[config.mk]
export PLATFORM = sky130hd
export DESIGN_NAME = ccct_cell
export DESIGN_NICKNAME = d
export VERILOG_FILES = /design/src/rtl/ccct_pkg.sv /design/src/rtl/ccct_cell.sv
export SDC_FILE = /design/constraint.sdc
export NUM_CORES = 2
export LEC_CHECK = 0
export BUFFER_PORTS_ARGS = -buffer_cell sky130_fd_sc_hd__buf_2
export CAP_MARGIN = 40
export CORE_ASPECT_RATIO = 2
export CORE_MARGIN = 3
export CORE_UTILIZATION = 45
export CTS_CLUSTER_DIAMETER = 100
export DETAILED_ROUTE_END_ITERATION = 6
export PLACE_DENSITY_LB_ADDON = 0.08
export SLEW_MARGIN = 20
export SYNTH_ARGS = -nofsm -noshare
export SYNTH_HDL_FRONTEND = slang
export SYNTH_MEMORY_MAX_BITS = 65536
export SYNTH_SLANG_ARGS = --single-unit
[constraint.sdc]
create_clock -name clk -period 8.2 [get_ports clk]
set_clock_uncertainty 0.15 [all_clocks]
set_input_delay 0.41 -clock clk [delete_from_list [all_inputs] [get_ports clk]]
set_output_delay 0.41 -clock clk [all_outputs]
set_load 0.03 [all_outputs]
[src/rtl/ccct_pkg.sv]
package ccct_pkg;

  localparam int MAX_ENTRIES = 256;
  localparam int NCELLS      = 8;
  localparam int CELL_W      = $clog2(NCELLS);
  localparam int ROWS        = (MAX_ENTRIES + NCELLS - 1) / NCELLS;
  localparam int ROW_W       = (ROWS > 1) ? $clog2(ROWS) : 1;
  localparam int IDX_W       = ROW_W + CELL_W;
  localparam int CNT_W       = $clog2(MAX_ENTRIES + 1);
  localparam int CMP_W       = ((IDX_W > CNT_W) ? IDX_W : CNT_W) + 1;

  localparam logic [1:0] OP_CLEAR  = 2'd0;
  localparam logic [1:0] OP_APPEND = 2'd1;
  localparam logic [1:0] OP_LOOKUP = 2'd2;
  localparam logic [1:0] OP_NOP    = 2'd3;

  localparam logic [1:0] ST_OK    = 2'd0;
  localparam logic [1:0] ST_FULL  = 2'd1;
  localparam logic [1:0] ST_EMPTY = 2'd2;

  localparam logic MODE_SEARCH = 1'b0;
  localparam logic MODE_FETCH  = 1'b1;

  typedef struct packed {
    logic [31:0] symbol;
    logic [31:0] value;
    logic [31:0] next;
    logic [23:0] cum_low;
    logic [15:0] occ;
  } entry_t;

  typedef struct packed {
    logic             rd_en;
    logic             wr_en;
    logic             mode;
    logic [ROW_W-1:0] row;
    logic [CELL_W-1:0] wr_cell;
    logic [CNT_W-1:0] used;
    logic [23:0]      cnt;
    entry_t           wr_data;
  } cell_ctl_t;

  typedef struct packed {
    logic             hit;
    logic [IDX_W-1:0] idx;
    entry_t           entry;
  } link_t;

  typedef struct packed {
    logic [31:0] symbol;
    logic [31:0] assoc_value;
    logic [31:0] next_context;
    logic [7:0]  entry_index;
    logic [23:0] cum_low;
    logic [15:0] entry_occurrences;
    logic [23:0] total_count;
    logic [1:0]  status;
  } res_t;

  function automatic logic [7:0] idx8(input logic [IDX_W-1:0] idx);
    logic [IDX_W+7:0] w;
    w = {8'd0, idx};
    return w[7:0];
  endfunction

endpackage

[src/rtl/ccct_cell.sv]
module ccct_cell (
  input  logic                        clk,
  input  logic [ccct_pkg::CELL_W-1:0] cell_id,
  input  ccct_pkg::cell_ctl_t         ctl,
  input  ccct_pkg::link_t             link_in,
  output ccct_pkg::link_t             link_out
);

  ccct_pkg::entry_t mem [ccct_pkg::ROWS];
  ccct_pkg::entry_t rd_r;

  logic [ccct_pkg::IDX_W-1:0] idx;
  logic [ccct_pkg::CMP_W-1:0] idx_ext;
  logic [ccct_pkg::CMP_W-1:0] used_ext;
  logic [24:0]                range_end;
  logic                       own_hit;

  // entry i lives in cell i mod NCELLS, row i / NCELLS
  always_ff @(posedge clk) begin
    if (ctl.wr_en && (ctl.wr_cell == cell_id)) begin
      mem[ctl.row] <= ctl.wr_data;
    end
    if (ctl.rd_en) begin
      rd_r <= mem[ctl.row];
    end
  end

  assign idx       = {ctl.row, cell_id};
  assign idx_ext   = ccct_pkg::CMP_W'(idx);
  assign used_ext  = ccct_pkg::CMP_W'(ctl.used);
  assign range_end = {1'b0, rd_r.cum_low} + {9'd0, rd_r.occ};

  always_comb begin
    if (ctl.mode == ccct_pkg::MODE_FETCH) begin
      // fallback: pick the last stored entry
      own_hit = ((idx_ext + ccct_pkg::CMP_W'(1)) == used_ext);
    end else begin
      own_hit = (idx_ext < used_ext) && ({1'b0, ctl.cnt} < range_end);
    end
  end

  // first hit along the chain wins
  always_comb begin
    if (!link_in.hit && own_hit) begin
      link_out.hit   = 1'b1;
      link_out.idx   = idx;
      link_out.entry = rd_r;
    end else begin
      link_out = link_in;
    end
  end

endmodule

Word-level counts from Yosys, hierarchy flattened
Memory sizes are Yosys's and may differ from the RTL's. A register that Yosys moved wholly into a read port is not among the register bits. Cells that the tools add are included. Widths: inputs -> output; s select.

Add/sub/neg operators: 2. $lt $le $gt $ge: 2. Eq/ne operators: 2. Muxes and demuxes: 4. Reductions and logical operators: 4.

Operators by type and width (number): $mux 145 (1); $add 24x16->25 (1); $lt 24x25->1 (1); $add 8x1->9 const B (1); $eq 9x9->1 (1); $lt 8x9->1 (1); $eq 3x3->1 (1); $logic_and 1x1->1 (3); $mux 1 (3); $logic_not 1->1 (1).

Bits in registers: 0. Memory bits (writable): 4352. Bits of input ports: 329. Output and inout bits: 145. Logic and storage cells: 15. Memories: 1.

Memory list: mem (words 32, width 136, rd ports 1, clocked after memory_dff 1, write ports 1, RTL line ccct_cell.sv:9) `ccct_pkg::entry_t mem [ccct_pkg::ROWS];`.

Longest topological paths before layout
Depth after elaboration: 6. Mapped depth: 20. Mapped depth without buffers: 17.

Worst setup path after synthesis
OpenSTA, ideal clock, no wires.

Kind: in2reg. Start: input port ctl[172] (netlist name). End: memory mem[13][0] (netlist name) (enable). Library setup time: 634 ps. Arrival time: 7600 ps. Data required time: 7416 ps. Setup slack: -184 ps. Cell stages on the path: 6. Buffers on the path: 4. Cells stage by stage: buf_2 -> clkbuf_1 -> clkbuf_1 -> buf_1 -> nand2_1 -> nor2_1.

RTL lines: start: declaration (RTL line ccct_cell.sv:4) `input ccct_pkg::cell_ctl_t ctl,`; end: declaration (RTL line ccct_cell.sv:9).

Straight into the memory's write port.

==> flow_summary.json <==
{
  "synth_top_area_frac": 0.7944,
  "num-nets-final": 8303,
  "antenna_found_initial": 52,
  "finalHoldViolations": 0,
  "clock-sinks": 4488,
  "pwr_density_cell_nw_per_um2": 240.2,
  "finalSetupViolCount": 0,
  "critical_path.max_stage_delay_ns": 0.51,
  "maxSlewHeadroom": 0.2442,
  "synth_top_area_cell": "edfxtp_1",
  "synth_cell_types": 49,
  "syn_inst": 7075,
  "internal_power_w": 0.03673,
  "combinationalPowerShare": 0.052,
  "gr-usage-all-layers": 0.2576,
  "viasPerCell": 6.216,
  "finalPower_w": 0.04668,
  "path_cells": "ha_1, fa_1, a211oi_1, o21ai_0, o21ai_0, o21ai_0, a31o_2, nand3_1, xor2_1, ha_1, nand2_1, o21ai_0, o2111ai_1, o31ai_1, or3_1, o211a_4, buf_12, buf_12, mux2_2, buf_2",
  "endpoint_kind": "output pin",
  "top_level_ports": 474,
  "max-vdd-ir-drop_mv": 0.1728,
  "min_period_ns": 7.528,
  "clkTransAtPathRegs_ns": 0.07,
  "post-dp-hpwl_mm": 251.2,
  "floorplan.initialDensity": 0.4521,
  "async_flop_share": 0,
  "wl_mm": 497.0,
  "clock_latency_ns": 0.96,
  "grt_pass1_wl_mm": 691.8,
  "grt_setup_unrepaired": "no",
  "via_count": 82110,
  "cp.arrival_ns": 6.97,
  "area.growth.synth_to_final_pct": 14.55,
  "ys_ff_latch": 4488,
  "ys.flop_type": "edfxtp_1",
  "fmax_ghz": 0.1328,
  "clock-root-buffer": "clkbuf_16",
  "htreeDepth": 5,
  "gp_congestion": 0.7870,
  "synth_area_um2": 169600,
  "syn_area_per_cell_um2": 23.98,
  "cts_buffer_depth": 4,
  "core_area_um2": 375200,
  "overflow": 0,
  "p_sw_frac": 0.2132,
  "cp_slowest_cell": "edfxtp_1",
  "dpl-instance-area_um2": 180200,
  "leakage_nw": 60.62,
  "post-route-period-util": 0.9180,
  "fin_cells": 13210,
  "numPlacedInstances": 12350,
  "clockPowerShare": 0.402,
  "startpoint_type": "flip-flop",
  "synth_seq_area_share": 0.7944,
  "port_buffers": 473,
  "syn_nets": 7453,
  "tightest_slew_ns": 1.134,
  "wire_per_inst_um": 37.63,
  "cap_violations": 0,
  "regArea_um2": 134800,
  "drt_first_pass_iters": 6,
  "synth-edff-count": 4488,
  "final_antenna_net_count": 0,
  "status": "finished clean",
  "yosysWarnings": 0,
  "cpMostUsedCell": "o21ai_0",
  "crit_required_ns": 7.64,
  "power_frac_seq": 0.545,
  "design_area_um2": 194300,
  "multi_input_area_um2": 33600,
  "synthTopCellsByArea": "edfxtp_1, mux4_2, a22oi_1",
  "die_x_um": 440.2,
  "drt_iter0_drc": 8839,
  "n_fill_cell": 29170,
  "grt_pass1_vias": 85600,
  "critical_path_class": "reg -> out",
  "drv_slew": 0,
  "die_h_um": 874.3,
  "cp_max_fo": 30,
  "dieArea_um2": 384800,
  "drc": 0,
  "num_rows": 318,
  "grt_max_degree": 132,
  "cts_buffers": 391,
  "cts_resized": 0,
  "final_layout_size_suffix_gt1_frac": 0.3069,
  "power.switching_w": 0.009954,
  "cts_tree": "done",
  "hold_path_class": "in -> reg"
}
[area by class of cell]
class / count / area share
antenna: 22 / 0.0002833
timing repair buffer: 842 / 0.03607
multi-input combinational: 2191 / 0.1729
clock buffer: 471 / 0.05310
clock inverter: 224 / 0.01202
sequential: 4488 / 0.6935
inverter: 11 / 0.0002125
tap: 4960 / 0.03193
[registers in the layout, summed over array words and instances, names as in the netlist]
name,cells
mem,4352
rd_r,136
[power by group through the flow]
stage	Sequential, W	Combinational, W	Clock, W
2_1_floorplan	0.0259	0.00137	0
3_5_place_dp	0.0260	0.00240	0
4_1_cts	0.0255	0.00248	0.0192
6_report	0.0255	0.00244	0.0188
3_3_place_gp	0.0260	0.00234	0
5_1_grt	0.0255	0.00261	0.0199
[routing by layer]
metal / part of all wire / track usage
met1: 0.40 / 0.3437
met2: 0.53 / 0.4551
met3: 0.051 / 0.02955
met4: 0.022 / 0.05826
met5: 0.00040 / 0
[final timing paths]
check | startpoint | slack, ns | cells past startpoint | to
min reg2reg | mem[14][99]$_DFFE_PP_ | 0.60 | 3 | rd_r[99]$_DFFE_PP_
max | rd_r[0]$_DFFE_PP_ | 0.67 | 20 | link_out[70]
min | ctl[173] | 0.21 | 4 | rd_r[118]$_DFFE_PP_
max reg2reg | mem[31][12]$_DFFE_PP_ | 5.78 | 3 | rd_r[12]$_DFFE_PP_
[Yosys cell counts, drive strengths merged (3+ instances only)]
master,n
nand3b,3
a22oi,545
nor2,47
a211oi,3
nand2,16
inv,11
nor2b,5
buf,161
nand3,7
xnor2,19
clkbuf,224
and2,3
or3,3
nand4,141
o211ai,5
nand2b,3
a21oi,21
edfxtp,4488
nor3,9
mux2,144
mux4,1088
o21a,4
o31ai,3
o21ai,14
ha,48
and3,6
a31oi,3
a21o,13
xor2,16
[cell usage in the layout, fill, tap and decap left out, types with 15 or more instances in the layout]
master,instances
mux2_2,84
clkinv_2,58
nand2_1,16
buf_12,63
diode_2,22
xor2_1,16
xnor2_1,19
clkinvlp_4,15
mux4_2,1088
dlygate4sd3_1,137
bufinv_16,46
buf_2,471
a21oi_1,21
ha_1,48
nand4_1,141
clkbuf_1,69
nor2_4,33
a22oi_1,545
buf_16,36
edfxtp_1,4488
mux2_4,60
clkbuf_16,402
buf_4,133
clkinv_1,86
[worst max-delay path, delay by kind of cell, from the launching register on]
kind                     cells  cell delay, ns
adder cells (fa/ha/maj)      3            1.05
buffers and inverters        3            0.70
AO/OA/AOI/OAI                9            2.83
multiplexers                 1            0.37
AND/OR/NAND/NOR              3            0.34
XOR/XNOR                     1            0.08
flip-flops                   1            0.51
[cell families (layout without fill, tap and decap cells)]
| kind of cell | after synthesis | after routing | share of synthesized area |
|---|---|---|---|
| and+or+nand+nor | 254 | 254 | 0.008482 |
| other | 0 | 22 | 0 |
| AOI/OAI and AO/OA | 621 | 621 | 0.02714 |
| muxes | 1232 | 1232 | 0.1553 |
| DFF | 4488 | 4488 | 0.7944 |
| xor gates and xnor gates | 35 | 35 | 0.001807 |
| adders and majority gates | 49 | 49 | 0.003658 |
| buffers and inverters | 396 | 1548 | 0.009182 |
[what timing repair did]
| action | CTS | global route |
|---|---|---|
| hold endpoints to repair | 4411 | 0 |
| setup buffers | 0 | 0 |
| setup endpoints to repair | 0 | 0 |
| hold buffers | 137 | 0 |
[stage by stage]
stage               setup slack [ns]  TNS [ns]  utilization  hold WS [ns]
global placement               1.637         0       0.4770        0.5907
detailed placement             1.645         0       0.4804        0.6095
CTS                           0.5456         0       0.5178        0.1220
finish                        0.6723         0       0.5180        0.2098
global route                  0.2620         0       0.5179        0.2153
floorplan                    -0.1838   -281.48            -        0.3589
(Power assumes the default switching activity.)
